`src/rtl/osa_pkg.sv`:
```
// ----------------------------------------------------------------------------
// OSA edit distance package
// Shared sizes, function codes and controller/datapath command types.
// ----------------------------------------------------------------------------
package osa_pkg;

  localparam int MAX_LEN   = 32;
  localparam int LEN_W     = $clog2(MAX_LEN + 1);
  localparam int IDX_W     = (MAX_LEN > 1) ? $clog2(MAX_LEN) : 1;
  localparam int CH_W      = 8;
  localparam int FUNC_W    = 2;
  localparam int DIST_W    = 6;
  localparam int DIST_MAX  = (1 << DIST_W) - 1;
  localparam int SUM_W     = LEN_W + 1;
  localparam int SAT_W     = (LEN_W > DIST_W) ? LEN_W : DIST_W;
  localparam int ROW_DEPTH = MAX_LEN + 1;
  localparam int NUM_ROWS  = 3;
  localparam int ROW_SEL_W = 2;

  typedef enum logic [FUNC_W-1:0] {
    FUNC_CLEAR    = 2'd0,
    FUNC_APPEND_A = 2'd1,
    FUNC_APPEND_B = 2'd2,
    FUNC_COMPUTE  = 2'd3
  } func_t;

  typedef struct packed {
    logic load;
    logic start;
    logic row_init;
    logic sweep;
    logic finish;
  } ctrl_cmd_t;

  typedef struct packed {
    logic m_zero;
    logic n_zero;
    logic j_last;
    logic i_last;
  } ctrl_status_t;

endpackage

```
`src/rtl/osa_req_if.sv`:
```
// ----------------------------------------------------------------------------
// OSA request channel
// Valid/ready channel carrying one function code and one byte per word.
// ----------------------------------------------------------------------------
interface osa_req_if;
  logic                        valid;
  logic                        ready;
  logic [osa_pkg::FUNC_W-1:0]  func;
  logic [osa_pkg::CH_W-1:0]    ch;

  modport source (output valid, output func, output ch, input ready);
  modport sink   (input valid, input func, input ch, output ready);
endinterface

```
`src/rtl/osa_rsp_if.sv`:
```
// ----------------------------------------------------------------------------
// OSA response channel
// Valid/ready channel carrying one distance and the truncation flag per word.
// ----------------------------------------------------------------------------
interface osa_rsp_if;
  logic                        valid;
  logic                        ready;
  logic [osa_pkg::DIST_W-1:0]  distance;
  logic                        truncated;

  modport source (output valid, output distance, output truncated, input ready);
  modport sink   (input valid, input distance, input truncated, output ready);
endinterface

```
`src/rtl/osa_ctrl.sv`:
```
// ----------------------------------------------------------------------------
// OSA controller
// Sequences loads, the row-by-row cell sweep and the result handoff.
// ----------------------------------------------------------------------------
module osa_ctrl (
  input  logic                       clk,
  input  logic                       rst,
  input  logic                       req_valid,
  input  logic [osa_pkg::FUNC_W-1:0] req_func,
  output logic                       req_ready,
  output logic                       rsp_valid,
  input  logic                       rsp_ready,
  input  osa_pkg::ctrl_status_t      status,
  output osa_pkg::ctrl_cmd_t         cmd
);

  typedef enum logic [3:0] {
    S_IDLE = 4'b0001,
    S_ROW  = 4'b0010,
    S_CELL = 4'b0100,
    S_DONE = 4'b1000
  } state_t;

  state_t state;
  state_t state_next;

  assign req_ready = (state == S_IDLE);

  always_comb begin
    state_next = state;
    cmd        = '0;
    unique case (state)
      S_IDLE: begin
        if (req_valid) begin
          if (osa_pkg::func_t'(req_func) == osa_pkg::FUNC_COMPUTE) begin
            cmd.start  = 1'b1;
            state_next = (status.m_zero || status.n_zero) ? S_DONE : S_ROW;
          end else begin
            cmd.load = 1'b1;
          end
        end
      end
      S_ROW: begin
        cmd.row_init = 1'b1;
        state_next   = S_CELL;
      end
      S_CELL: begin
        cmd.sweep = 1'b1;
        if (status.j_last) begin
          state_next = status.i_last ? S_DONE : S_ROW;
        end
      end
      S_DONE: begin
        if (!rsp_valid || rsp_ready) begin
          cmd.finish = 1'b1;
          state_next = S_IDLE;
        end
      end
      default: state_next = S_IDLE;
    endcase
  end

  always_ff @(posedge clk) begin
    if (rst) begin
      state     <= S_IDLE;
      rsp_valid <= 1'b0;
    end else begin
      state <= state_next;
      if (cmd.finish) begin
        rsp_valid <= 1'b1;
      end else if (rsp_ready) begin
        rsp_valid <= 1'b0;
      end
    end
  end

endmodule

```
`src/rtl/osa_datapath.sv`:
```
// ----------------------------------------------------------------------------
// OSA datapath
// Word stores, three rotating row memories and the recurrence, one cell per
// cycle within a row, with its sliding window of neighbor values.
// ----------------------------------------------------------------------------
module osa_datapath (
  input  logic                       clk,
  input  logic                       rst,
  input  osa_pkg::ctrl_cmd_t         cmd,
  input  logic [osa_pkg::FUNC_W-1:0] func,
  input  logic [osa_pkg::CH_W-1:0]   ch,
  output osa_pkg::ctrl_status_t      status,
  output logic [osa_pkg::DIST_W-1:0] distance,
  output logic                       truncated
);

  logic [osa_pkg::CH_W-1:0]  word_a [osa_pkg::MAX_LEN];
  logic [osa_pkg::CH_W-1:0]  word_b [osa_pkg::MAX_LEN];
  logic [osa_pkg::LEN_W-1:0] row_mem [osa_pkg::NUM_ROWS][osa_pkg::ROW_DEPTH];
  logic [osa_pkg::LEN_W-1:0] row_rd [osa_pkg::NUM_ROWS];

  logic [osa_pkg::LEN_W-1:0]     len_a;
  logic [osa_pkg::LEN_W-1:0]     len_b;
  logic                          overflow_seen;
  logic [osa_pkg::LEN_W-1:0]     i_cnt;
  logic [osa_pkg::LEN_W-1:0]     j_cnt;
  logic [osa_pkg::ROW_SEL_W-1:0] rot;
  logic [osa_pkg::CH_W-1:0]      a_rd;
  logic [osa_pkg::CH_W-1:0]      a_prev;
  logic [osa_pkg::CH_W-1:0]      b_rd;
  logic [osa_pkg::CH_W-1:0]      b_prev;
  logic [osa_pkg::LEN_W-1:0]     p1_left;
  logic [osa_pkg::LEN_W-1:0]     p2_d1;
  logic [osa_pkg::LEN_W-1:0]     p2_d2;
  logic [osa_pkg::LEN_W-1:0]     cur_left;

  logic [osa_pkg::ROW_SEL_W-1:0] rot_next;
  logic [osa_pkg::ROW_SEL_W-1:0] p1_sel;
  logic [osa_pkg::ROW_SEL_W-1:0] p2_sel;
  logic [osa_pkg::LEN_W-1:0]     p1_val;
  logic [osa_pkg::LEN_W-1:0]     p2_val;
  logic [osa_pkg::LEN_W-1:0]     rd_addr;
  logic [osa_pkg::LEN_W-1:0]     a_addr;
  logic [osa_pkg::SUM_W-1:0]     del_c;
  logic [osa_pkg::SUM_W-1:0]     ins_c;
  logic [osa_pkg::SUM_W-1:0]     sub_c;
  logic [osa_pkg::SUM_W-1:0]     tr_c;
  logic [osa_pkg::SUM_W-1:0]     min1;
  logic [osa_pkg::SUM_W-1:0]     min2;
  logic [osa_pkg::SUM_W-1:0]     min3;
  logic                          trans_ok;
  logic [osa_pkg::LEN_W-1:0]     cell_val;
  logic [osa_pkg::LEN_W-1:0]     result;
  logic [osa_pkg::SAT_W-1:0]     result_wide;
  logic                          a_room;
  logic                          b_room;

  assign status.m_zero = (len_a == '0);
  assign status.n_zero = (len_b == '0);
  assign status.j_last = (j_cnt == len_b);
  assign status.i_last = (i_cnt == len_a);

  assign a_room = (len_a < osa_pkg::LEN_W'(osa_pkg::MAX_LEN));
  assign b_room = (len_b < osa_pkg::LEN_W'(osa_pkg::MAX_LEN));

  // current row is rot, previous row rot+1, the one before rot+2 (mod 3)
  always_comb begin
    unique case (rot)
      2'd0:    begin p1_sel = 2'd1; p2_sel = 2'd2; rot_next = 2'd2; end
      2'd1:    begin p1_sel = 2'd2; p2_sel = 2'd0; rot_next = 2'd0; end
      2'd2:    begin p1_sel = 2'd0; p2_sel = 2'd1; rot_next = 2'd1; end
      default: begin p1_sel = 2'd1; p2_sel = 2'd2; rot_next = 2'd2; end
    endcase
  end

  // rows above the first are the boundary row, value equals column index
  assign p1_val = (i_cnt == osa_pkg::LEN_W'(1)) ? j_cnt : row_rd[p1_sel];
  assign p2_val = (i_cnt == osa_pkg::LEN_W'(2)) ? j_cnt : row_rd[p2_sel];

  assign rd_addr = (cmd.row_init || status.j_last) ? '0 : j_cnt + osa_pkg::LEN_W'(1);
  assign a_addr  = i_cnt - osa_pkg::LEN_W'(1);

  assign del_c    = {1'b0, p1_val} + osa_pkg::SUM_W'(1);
  assign ins_c    = {1'b0, cur_left} + osa_pkg::SUM_W'(1);
  assign sub_c    = {1'b0, p1_left} + osa_pkg::SUM_W'(a_rd != b_rd);
  assign tr_c     = {1'b0, p2_d2} + osa_pkg::SUM_W'(1);
  assign trans_ok = (i_cnt > osa_pkg::LEN_W'(1)) && (j_cnt > osa_pkg::LEN_W'(1)) &&
                    (a_rd == b_prev) && (a_prev == b_rd);

  assign min1     = (del_c < ins_c) ? del_c : ins_c;
  assign min2     = (sub_c < min1) ? sub_c : min1;
  assign min3     = (trans_ok && (tr_c < min2)) ? tr_c : min2;
  assign cell_val = (j_cnt == '0) ? i_cnt : min3[osa_pkg::LEN_W-1:0];

  assign result      = status.m_zero ? len_b : (status.n_zero ? len_a : cur_left);
  assign result_wide = osa_pkg::SAT_W'(result);

  always_ff @(posedge clk) begin
    if (rst) begin
      len_a         <= '0;
      len_b         <= '0;
      overflow_seen <= 1'b0;
    end else if (cmd.load) begin
      unique case (osa_pkg::func_t'(func))
        osa_pkg::FUNC_CLEAR: begin
          len_a         <= '0;
          len_b         <= '0;
          overflow_seen <= 1'b0;
        end
        osa_pkg::FUNC_APPEND_A: begin
          if (a_room) len_a <= len_a + osa_pkg::LEN_W'(1);
          else        overflow_seen <= 1'b1;
        end
        osa_pkg::FUNC_APPEND_B: begin
          if (b_room) len_b <= len_b + osa_pkg::LEN_W'(1);
          else        overflow_seen <= 1'b1;
        end
        osa_pkg::FUNC_COMPUTE: begin
        end
        default: begin
        end
      endcase
    end
  end

  always_ff @(posedge clk) begin
    if (cmd.load && a_room && (osa_pkg::func_t'(func) == osa_pkg::FUNC_APPEND_A)) begin
      word_a[len_a[osa_pkg::IDX_W-1:0]] <= ch;
    end
    if (cmd.load && b_room && (osa_pkg::func_t'(func) == osa_pkg::FUNC_APPEND_B)) begin
      word_b[len_b[osa_pkg::IDX_W-1:0]] <= ch;
    end
    if (cmd.row_init) begin
      a_rd <= word_a[a_addr[osa_pkg::IDX_W-1:0]];
    end
    if (cmd.sweep && !status.j_last) begin
      b_rd <= word_b[j_cnt[osa_pkg::IDX_W-1:0]];
    end
  end

  always_ff @(posedge clk) begin
    for (int k = 0; k < osa_pkg::NUM_ROWS; k++) begin
      if (cmd.sweep && (rot == osa_pkg::ROW_SEL_W'(k))) begin
        row_mem[k][j_cnt] <= cell_val;
      end
      if (cmd.row_init || cmd.sweep) begin
        row_rd[k] <= row_mem[k][rd_addr];
      end
    end
  end

  always_ff @(posedge clk) begin
    if (cmd.start) begin
      i_cnt <= osa_pkg::LEN_W'(1);
      rot   <= '0;
    end
    if (cmd.row_init) begin
      j_cnt  <= '0;
      a_prev <= a_rd;
    end
    if (cmd.sweep) begin
      j_cnt    <= j_cnt + osa_pkg::LEN_W'(1);
      b_prev   <= b_rd;
      p1_left  <= p1_val;
      p2_d1    <= p2_val;
      p2_d2    <= p2_d1;
      cur_left <= cell_val;
      if (status.j_last) begin
        i_cnt <= i_cnt + osa_pkg::LEN_W'(1);
        rot   <= rot_next;
      end
    end
    if (cmd.finish) begin
      truncated <= overflow_seen;
      if (result_wide > osa_pkg::SAT_W'(osa_pkg::DIST_MAX)) begin
        distance <= osa_pkg::DIST_W'(osa_pkg::DIST_MAX);
      end else begin
        distance <= result_wide[osa_pkg::DIST_W-1:0];
      end
    end
  end

endmodule

```
`src/rtl/osa_edit_distance.sv`:
```
// Clear and append words are accepted one word per cycle while idle.
// Compute: when either word is empty the result is the other word's length;
// otherwise the cell sweep handles one cell per cycle within a row on the
// three row memories. The next word is accepted once the result is in the
// output register. Reset empties both words and clears the truncation flag;
// stores need no clearing pass.
// ----------------------------------------------------------------------------
// OSA edit distance top level
// Optimal string alignment distance between two stored byte strings.
// ----------------------------------------------------------------------------
module osa_edit_distance (
  input  logic        clk,
  input  logic        rst,
  osa_req_if.sink     req,
  osa_rsp_if.source   rsp
);

  osa_pkg::ctrl_cmd_t    cmd;
  osa_pkg::ctrl_status_t status;

  osa_ctrl u_ctrl (
    .clk       (clk),
    .rst       (rst),
    .req_valid (req.valid),
    .req_func  (req.func),
    .req_ready (req.ready),
    .rsp_valid (rsp.valid),
    .rsp_ready (rsp.ready),
    .status    (status),
    .cmd       (cmd)
  );

  osa_datapath u_datapath (
    .clk       (clk),
    .rst       (rst),
    .cmd       (cmd),
    .func      (req.func),
    .ch        (req.ch),
    .status    (status),
    .distance  (rsp.distance),
    .truncated (rsp.truncated)
  );

endmodule

```
`src/flat_wrapper.sv`:
```
// flat-port wrapper written by rule: the top's interface ports become plain ports
module osa_edit_distance_flat 
  (clk, rst, req_valid, req_func, req_ch, req_ready, rsp_valid, rsp_distance, rsp_truncated, rsp_ready);
  osa_req_if req_i ();
  osa_rsp_if rsp_i ();
  input  logic clk;
  input  logic rst;
  input wire logic [$bits(req_i.valid)-1:0] req_valid;
  input wire logic [$bits(req_i.func)-1:0] req_func;
  input wire logic [$bits(req_i.ch)-1:0] req_ch;
  output wire logic [$bits(req_i.ready)-1:0] req_ready;
  output wire logic [$bits(rsp_i.valid)-1:0] rsp_valid;
  output wire logic [$bits(rsp_i.distance)-1:0] rsp_distance;
  output wire logic [$bits(rsp_i.truncated)-1:0] rsp_truncated;
  input wire logic [$bits(rsp_i.ready)-1:0] rsp_ready;
  assign req_i.valid = req_valid;
  assign req_i.func = req_func;
  assign req_i.ch = req_ch;
  assign req_ready = req_i.ready;
  assign rsp_valid = rsp_i.valid;
  assign rsp_distance = rsp_i.distance;
  assign rsp_truncated = rsp_i.truncated;
  assign rsp_i.ready = rsp_ready;
  osa_edit_distance u_core (.clk(clk), .rst(rst), .req(req_i), .rsp(rsp_i));
endmodule
```
`config.mk`:
```
export PLATFORM = sky130hd
export DESIGN_NAME = osa_edit_distance_flat
export DESIGN_NICKNAME = d
export VERILOG_FILES = /design/src/rtl/osa_pkg.sv /design/src/rtl/osa_req_if.sv /design/src/rtl/osa_rsp_if.sv /design/src/rtl/osa_ctrl.sv /design/src/rtl/osa_datapath.sv /design/src/rtl/osa_edit_distance.sv /design/src/flat_wrapper.sv
export SDC_FILE = /design/constraint.sdc
export NUM_CORES = 2
export LEC_CHECK = 0
export BUFFER_PORTS_ARGS = -buffer_cell sky130_fd_sc_hd__clkbuf_2
export CORE_ASPECT_RATIO = 2
export CORE_MARGIN = 3
export CORE_UTILIZATION = 63
export CTS_BUF_LIST = sky130_fd_sc_hd__clkbuf_8 sky130_fd_sc_hd__clkbuf_16
export DETAILED_ROUTE_END_ITERATION = 12
export PLACE_DENSITY = 0.8
export SETUP_SLACK_MARGIN = 0.4
export SYNTH_ARGS = -nofsm -noshare
export SYNTH_HDL_FRONTEND = slang
export SYNTH_SLANG_ARGS = --single-unit
```
`constraint.sdc`:
```
create_clock -name clk -period 13.9 [get_ports clk]
set_clock_uncertainty 0.05 [all_clocks]
set_input_delay 2.78 -clock clk [delete_from_list [all_inputs] [get_ports clk]]
set_output_delay 2.78 -clock clk [all_outputs]
set_load 0.005 [all_outputs]
```
### After elaboration in Yosys (flattened, before gate mapping)

Memory sizes are Yosys's and may differ from the RTL's. A register that Yosys moved wholly into a read port is not among the register bits.
Cells that the tools add are included.

| storage, ports and cells | value |
|---|---|
| output and inout bits | 9 |
| register bits after elaboration | 79 |
| memories kept | 4 |
| bits of input ports | 14 |
| RAM bits | 1124 |

Memory list:

| name | depth | width | read ports | clocked after memory_dff | write ports | RTL line | RTL |
|---|---|---|---|---|---|---|---|
| u_core.u_datapath.row_mem | 3 | 198 | 3 | 0 | 1 | osa_datapath.sv:19 | `logic [osa_pkg::LEN_W-1:0] row_mem [osa_pkg::NUM_ROWS][osa_pkg::ROW_DEPTH];` |
| u_core.u_datapath.word_a | 32 | 8 | 1 | 1 | 1 | osa_datapath.sv:17 | `logic [osa_pkg::CH_W-1:0] word_a [osa_pkg::MAX_LEN];` |
| u_core.u_datapath.word_b | 32 | 8 | 1 | 1 | 1 | osa_datapath.sv:18 | `logic [osa_pkg::CH_W-1:0] word_b [osa_pkg::MAX_LEN];` |
| u_core.u_datapath.row_rd | 3 | 6 | 2 | 0 | 3 | osa_datapath.sv:20 | `logic [osa_pkg::LEN_W-1:0] row_rd [osa_pkg::NUM_ROWS];` |

| operators by class | value |
|---|---|
| add/sub/neg operators | 9 |
| $lt $le $gt $ge | 11 |
| bitwise gates (word level) | 2 |
| equal/unequal tests | 24 |
| reduce and logical (&&, ||, !) cells | 35 |
| multiplexer cells | 72 |

Operators by type and width:

| kind | number |
|---|---|
| 198-bit two-way mux | 7 |
| 198-bit OR reduction | 2 |
| 6-bit two-way mux | 21 |
| 6-bit binary-select mux with 6-bit select | 3 |
| 6-bit demux with 6-bit select | 1 |
| 6-bit by 1-bit adder with 6-bit output, second input constant | 4 |
| 4-bit two-way mux | 6 |
| 6-bit one-hot mux with 2 select lines | 2 |
| 6-bit by 1-bit adder with 7-bit output, second input constant | 3 |
| 7-bit < comparator | 3 |
| 1-bit two-way mux | 19 |
| 6-bit logical NOT | 3 |
| 8-bit == test | 2 |
| 4-bit one-hot mux with 4 select lines | 1 |
| 7-bit greater-or-equal comparator, second input constant | 2 |
| 2-bit two-way mux | 7 |
| 7-bit two-way mux | 2 |
| 2-bit inequality test, second input constant | 7 |
| 6-bit inverter with 7-bit output | 2 |
| 1-bit logical AND | 13 |
| 6-bit == test | 2 |
| 6-bit by 1-bit > comparator with 1-bit output, second input constant | 2 |
| 6-bit < comparator, second input constant | 2 |
| 8-bit inequality test | 1 |
| 22 further kinds | 36 |

### Logic depth before layout (Yosys ltp)

An unclocked memory read counts as a cell.

| logic depth | value |
|---|---|
| depth in word-level cells | 15 |
| mapped depth | 35 |
| depth with buffers taken out | 33 |

### By module

From an unflattened synthesis, not the netlist that was laid out.

| unflattened totals | value |
|---|---|
| cells, all modules | 3132 |
| area, all modules | 49717.7 µm² |

By module, submodules not included:

| module | area each (µm²) | times used | cells an instance |
|---|---|---|---|
| osa_datapath | 49447.4 | 1 | 3102 |
| osa_ctrl | 270.3 | 1 | 30 |

### Worst setup path after synthesis

Ideal clock, no wire load.

| timing | value |
|---|---|
| kind | register to register |
| from | register u_core.u_datapath.rot[0] (netlist bit) |
| to | register u_core.u_datapath.cur_left[5] (netlist bit), data pin |
| cell stages (with the launch flop) | 36 |
| buffers on the path | 2 |
| library setup time | 1007 ps |
| slack | 1891 ps |
| data arrival time | 10951 ps |
| required time | 12843 ps |
| cell sequence | dfxtp_1 inv_1 ha_1 buf_2 mux2i_1 o21ai_0 mux2i_2 inv_1 ha_1 inv_1 o41ai_1 xnor2_1 inv_1 ha_1 nand4_1 a21oi_1 o31a_1 a21oi_2 or2_2 o31a_1 ha_1 a21o_1 a211oi_1 nor3b_1 o211a_1 nor2_1 clkbuf_1 mux2_2 ha_1 a21o_1 a21oi_1 o2111ai_1 or3b_2 o21ai_2 mux2i_1 a211oi_1 |

| on the way | value |
|---|---|
| word-level cells in the longest chain between the ends | 13 |
| elaborated cells between the ends (all ways) | 14 |

RTL lines:

| what | RTL line | RTL |
|---|---|---|
| start, declared | osa_datapath.sv:27 | `logic [osa_pkg::ROW_SEL_W-1:0] rot;` |
| start signal, assigned | osa_datapath.sv:170 | `rot <= rot_next;` |
| 2-bit == test / 2-bit by 1-bit == test with 1-bit output (equally long branches) | osa_datapath.sv:68 | `unique case (rot)` |
| 2-bit one-hot mux with 2 select lines * | osa_datapath.sv:68 |  |
| memory read 3 x 6 bit * | n/a |  |
| 6-bit two-way mux * | osa_datapath.sv:77 | `assign p1_val = (i_cnt == osa_pkg::LEN_W'(1)) ? j_cnt : row_rd[p1_sel];` |
| 6-bit by 1-bit adder with 7-bit output * | osa_datapath.sv:83 | `assign del_c = {1'b0, p1_val} + osa_pkg::SUM_W'(1);` |
| 7-bit < comparator | osa_datapath.sv:90 | `assign min1 = (del_c < ins_c) ? del_c : ins_c;` |
| 7-bit two-way mux * | osa_datapath.sv:90 |  |
| 7-bit < comparator | osa_datapath.sv:91 | `assign min2 = (sub_c < min1) ? sub_c : min1;` |
| 7-bit two-way mux * | osa_datapath.sv:91 |  |
| 7-bit < comparator | osa_datapath.sv:92 | `assign min3 = (trans_ok && (tr_c < min2)) ? tr_c : min2;` |
| 1-bit logical AND | osa_datapath.sv:92 |  |
| 6-bit two-way mux * | osa_datapath.sv:92 |  |
| 6-bit two-way mux * | osa_datapath.sv:93 | `assign cell_val = (j_cnt == '0) ? i_cnt : min3[osa_pkg::LEN_W-1:0];` |
| via u_core.u_datapath.cell_val, one bit | osa_datapath.sv:52 | `logic [osa_pkg::LEN_W-1:0] cell_val;` |
| end signal, assigned | osa_datapath.sv:167 | `cur_left <= cell_val;` |
| end, declared | osa_datapath.sv:35 | `logic [osa_pkg::LEN_W-1:0] cur_left;` |

The timed path passes the listed nets; every way through them passes the cells marked *.
A chain may end at the register's enable or synchronous reset.

### Worst setup path after layout

| timing | value |
|---|---|
| from | register u_core.u_datapath.rot[1] (netlist bit) |
| to | memory u_core.u_datapath.row_mem[0][377] (netlist bit), data pin |

| on the way | value |
|---|---|
| word-level cells in the longest chain between the ends | 15 |
| elaborated cells between the ends (all ways) | 20 |

RTL lines:

| what | RTL line |
|---|---|
| 2-bit == test / 2-bit by 1-bit == test with 1-bit output (equally long branches) | osa_datapath.sv:68 |
| 2-bit one-hot mux with 2 select lines * | osa_datapath.sv:68 |
| memory read 3 x 6 bit * | n/a |
| 6-bit two-way mux * | osa_datapath.sv:77 |
| 6-bit by 1-bit adder with 7-bit output * | osa_datapath.sv:83 |
| 7-bit < comparator | osa_datapath.sv:90 |
| 7-bit two-way mux * | osa_datapath.sv:90 |
| 7-bit < comparator | osa_datapath.sv:91 |
| 7-bit two-way mux * | osa_datapath.sv:91 |
| 7-bit < comparator | osa_datapath.sv:92 |
| 1-bit logical AND | osa_datapath.sv:92 |
| 6-bit two-way mux * | osa_datapath.sv:92 |
| 6-bit two-way mux * | osa_datapath.sv:93 |
| via u_core.u_datapath.cell_val, one bit | osa_datapath.sv:52 |
| 198-bit two-way mux (no line) | n/a |
| 198-bit two-way mux (no line) * | n/a |
| end, declared | osa_datapath.sv:19 |

Marks and branches as above.

==> flow_summary.toml <==
[cts]
cts_buffers = 96
postCtsHoldBufs = 0
post_cts_resized = 0
cts_htree_levels = 3
clock_path_buffers = 3
cts.clk_slew.worst_paths_ps = 70
root_buffer = "clkbuf_16"
clk_latency_ps = 720
post_cts_buffers = 0
clock-sinks = 1219
cts_tree = "built"

[placed_design]
dpl.hpwl_um = 88100
gp_congestion = 0.944
dpl_worst_slack_ps = 3270
portBuffers = 22

[worst_setup_path]
critPathTopFamily = "compound AO/OA/AOI/OAI gates"
critPathKind = "reg2reg"
cp.required_ps = 14200
crit_path_top_delay_cell = "a211oi_4"
path_depth = 33
start_kind = "flop"
slowest_delay_ps = 860
crit_arrival_ps = 11090
worst-path-buf-inv = 5
worst_r2r_path_depth = 33
endpoint_kind = "flop"
worstPathMaxFanout = 78
cp_common_cell = "ha_1"

[routing]
final_antenna_net_count = 0
drc = 0
vias = 29627
via_per_inst = 6.96
finalWirelength_um = 136000
routedWlPerCell_um = 32.0
drtIter0Drc = 3635
firstDrtPassIters = 9

[timing]
finalSetupViolCount = 0
post-route-min-period_ps = 10790
max_freq_ghz = 0.0927
whs_ps = 371
hold_violations = 0
finalSetupTns_ps = 0
drv_slew = 0
timing.final.ws_setup_ps = 3110
slew_headroom_pct = 6.53
post-route-period-util_pct = 77.6
rsz0062_at_grt = "no"
worstMarginPinSlew_ps = 1400

[floorplan]
die_w_um = 205
start_util_pct = 63.6
coreArea_um2 = 78200
dieArea_um2 = 82500
fp-row-count = 145
design.portCount = 23
fp.dieH_um = 403

[global_route]
antenna_found_initial = 4
grt_usage_pct = 33.2
grt_max_degree = 132
grt_pass1_wl_um = 198000
grt_overflow_total = 0
grt_pass1_vias = 29820

[logic_synthesis]
synthesis.nets = 3213
synth_compound_area_share_pct = 7.78
syn_area_um2 = 49700
synth_top_flop_cell = "edfxtp_1"
synth_top_family_by_area = "compound AO/OA/AOI/OAI gates"
synth_area_per_cell_um2 = 15.8
synth_mux_area_share_pct = 7.43
yosys.area_share.simple_pct = 7.41
ys_ff_latch = 1219
postSynthCellCount = 3152
async_flop_share_pct = 0
synth_xor_area_share_pct = 1.18
synth_warnings = 0
synth-edff-count = 1193
ys_seq_area_share_pct = 73.1
yosys.area_share.adder_pct = 1.18
netlist-cell-type-count = 86

[flow_run]
max_cap_viol_count = 0

[power]
total_power_mw = 7.05
p_per_area_nw_per_um2 = 130
p_leak_nw = 17.2
ir_worst_vdd_v = 0.000133

[cells_and_area]
finish.utilization_pct = 69.3
drive_above_1_share_pct = 12.6
layout.nets = 3207
nFillCells = 4876
area_delta_synth_final_pct = 8.91

[hold_path]
hold_path.class = "reg2reg"
worstHoldPathCells = 0

[status]
outcome = "complete, no violations"
state kept, by name, indices dropped and copies added, names as in the netlist:
signal	cells
u_core.u_ctrl.rsp_valid	1
u_core.u_ctrl.state	4
u_core.u_datapath.a_prev	8
u_core.u_datapath.a_rd	8
u_core.u_datapath.b_prev	8
u_core.u_datapath.b_rd	8
u_core.u_datapath.cur_left	6
u_core.u_datapath.distance	6
u_core.u_datapath.i_cnt	6
u_core.u_datapath.j_cnt	6
u_core.u_datapath.len_a	6
u_core.u_datapath.len_b	6
u_core.u_datapath.overflow_seen	1
u_core.u_datapath.p1_left	6
u_core.u_datapath.p2_d1	6
u_core.u_datapath.p2_d2	6
u_core.u_datapath.rot	2
u_core.u_datapath.row_mem	594
u_core.u_datapath.row_rd	18
u_core.u_datapath.truncated	1
u_core.u_datapath.word_a	256
u_core.u_datapath.word_b	256
stage by stage:
stage / area (um2) / instances
after floorplan: 49700 / 3152
after global placement: 50900 / 4077
after CTS: 54200 / 4251
final: 54200 / 4254
after global routing: 54200 / 4251
after detailed placement: 50900 / 4077
report_power, final:
group | switching, mW | internal (mW) | total (mW)
combinational | 0.141 | 0.0379 | 0.179
sequential | 0.00302 | 4.07 | 4.07
clock | 1.27 | 1.53 | 2.80
layer usage:
metal / GRT usage (%) / vias up / wire length (um)
met2: 57.4 / 2034 / 71100
li1: - / 12402 / -
met5: 0 / - / 20
met4: 25.2 / 2 / 12900
met3: 6.04 / 533 / 11100
met1: 36.0 / 14656 / 41100
cells in the mapped netlist, drive strengths merged (6+ instances only):
cell	count	share of area, %
edfxtp	1193	72
and2	16	0.20
a22o	15	0.26
a31oi	7	0.088
mux2	36	0.82
a21o	11	0.17
a211oi	65	1.0
nor3	97	0.98
a2111oi	44	0.78
nand4	29	0.38
xor2	44	0.79
dfxtp	26	1.0
nor4b	6	0.12
nand2b	9	0.11
buf	69	0.82
o21ai	101	1.0
ha	47	1.2
a22oi	56	0.85
and3	15	0.19
nor2b	6	0.075
a21oi	91	0.92
a221oi	17	0.30
nand3b	8	0.12
o32ai	31	0.55
nand2	179	1.4
nor2	335	2.5
nand3	41	0.42
o211ai	17	0.27
mux4	94	4.3
mux2i	116	2.3
o22ai	44	0.55
nor4	31	0.42
clkbuf	119	0.90
or3b	6	0.11
inv	24	0.18
o31ai	36	0.54
xnor2	22	0.39
area by class of cell:
class	instances	area [um2]	area share (%)
flip-flops and latches	1219	36300	67.1
multi-input cells	1719	12600	23.3
clock buffers	102	2510	4.63
well taps	1029	1290	2.38
clock inverters	72	702	1.30
repair buffers	84	601	1.11
inverters	26	103	0.189
diodes	3	7.51	0.0139
logic make-up after synthesis:
| family | after synthesis |
|---|---|
| fa+ha+maj | 47 |
| simple gates | 802 |
| buf+inv | 214 |
| compound gates | 558 |
| xor+xnor | 66 |
| flops | 1219 |
| mux | 246 |
cells in the final DEF, fill, tap and decap left out, types with 12 or more instances in the layout:
cell type     n
o21ai_0      95
dfxtp_1      25
bufinv_16    12
nor2_1      334
nor3_1       92
a22oi_1      55
mux4_2       92
o22ai_1      44
clkbuf_2     22
xor2_1       43
ha_1         46
and3_1       15
edfxtp_1   1193
inv_1        39
a21oi_1      90
buf_4        60
mux2_2       34
xnor2_1      20
a22o_1       15
o211ai_1     16
a2111oi_0    41
o31ai_1      34
clkinv_2     13
clkbuf_16    98
nor4_1       25
nand4_1      28
a221oi_1     17
clkinv_1     19
mux2i_1     115
and2_1       15
o32ai_1      31
nand2_1     176
nand3_1      39
a211oi_1     61
worst reg2reg max path: cells and delay by family, from the launching register on:
family	cells	cell delay [ps]
AND/OR/NAND/NOR	6	2140
adder cells (fa/ha/maj)	5	1790
buffers and inverters	5	1120
multiplexers	4	980
AO/OA/AOI/OAI	12	3610
XOR/XNOR	1	230
flip-flops	1	380
final timing paths:
| check | to | from | slack [ps] |
|---|---|---|---|
| worst max-delay path | u_core.u_datapath.row_mem[0][377] | u_core.u_datapath.rot[1] | 3110 |
| worst min-delay path | u_core.u_datapath.p2_d2[3] | u_core.u_datapath.p2_d1[3] | 370 |
| worst max register to register | u_core.u_datapath.row_mem[0][377] | u_core.u_datapath.rot[1] | 3110 |
| worst min register to register | u_core.u_datapath.p2_d2[3] | u_core.u_datapath.p2_d1[3] | 370 |
Power figures use the tool's default switching activity.
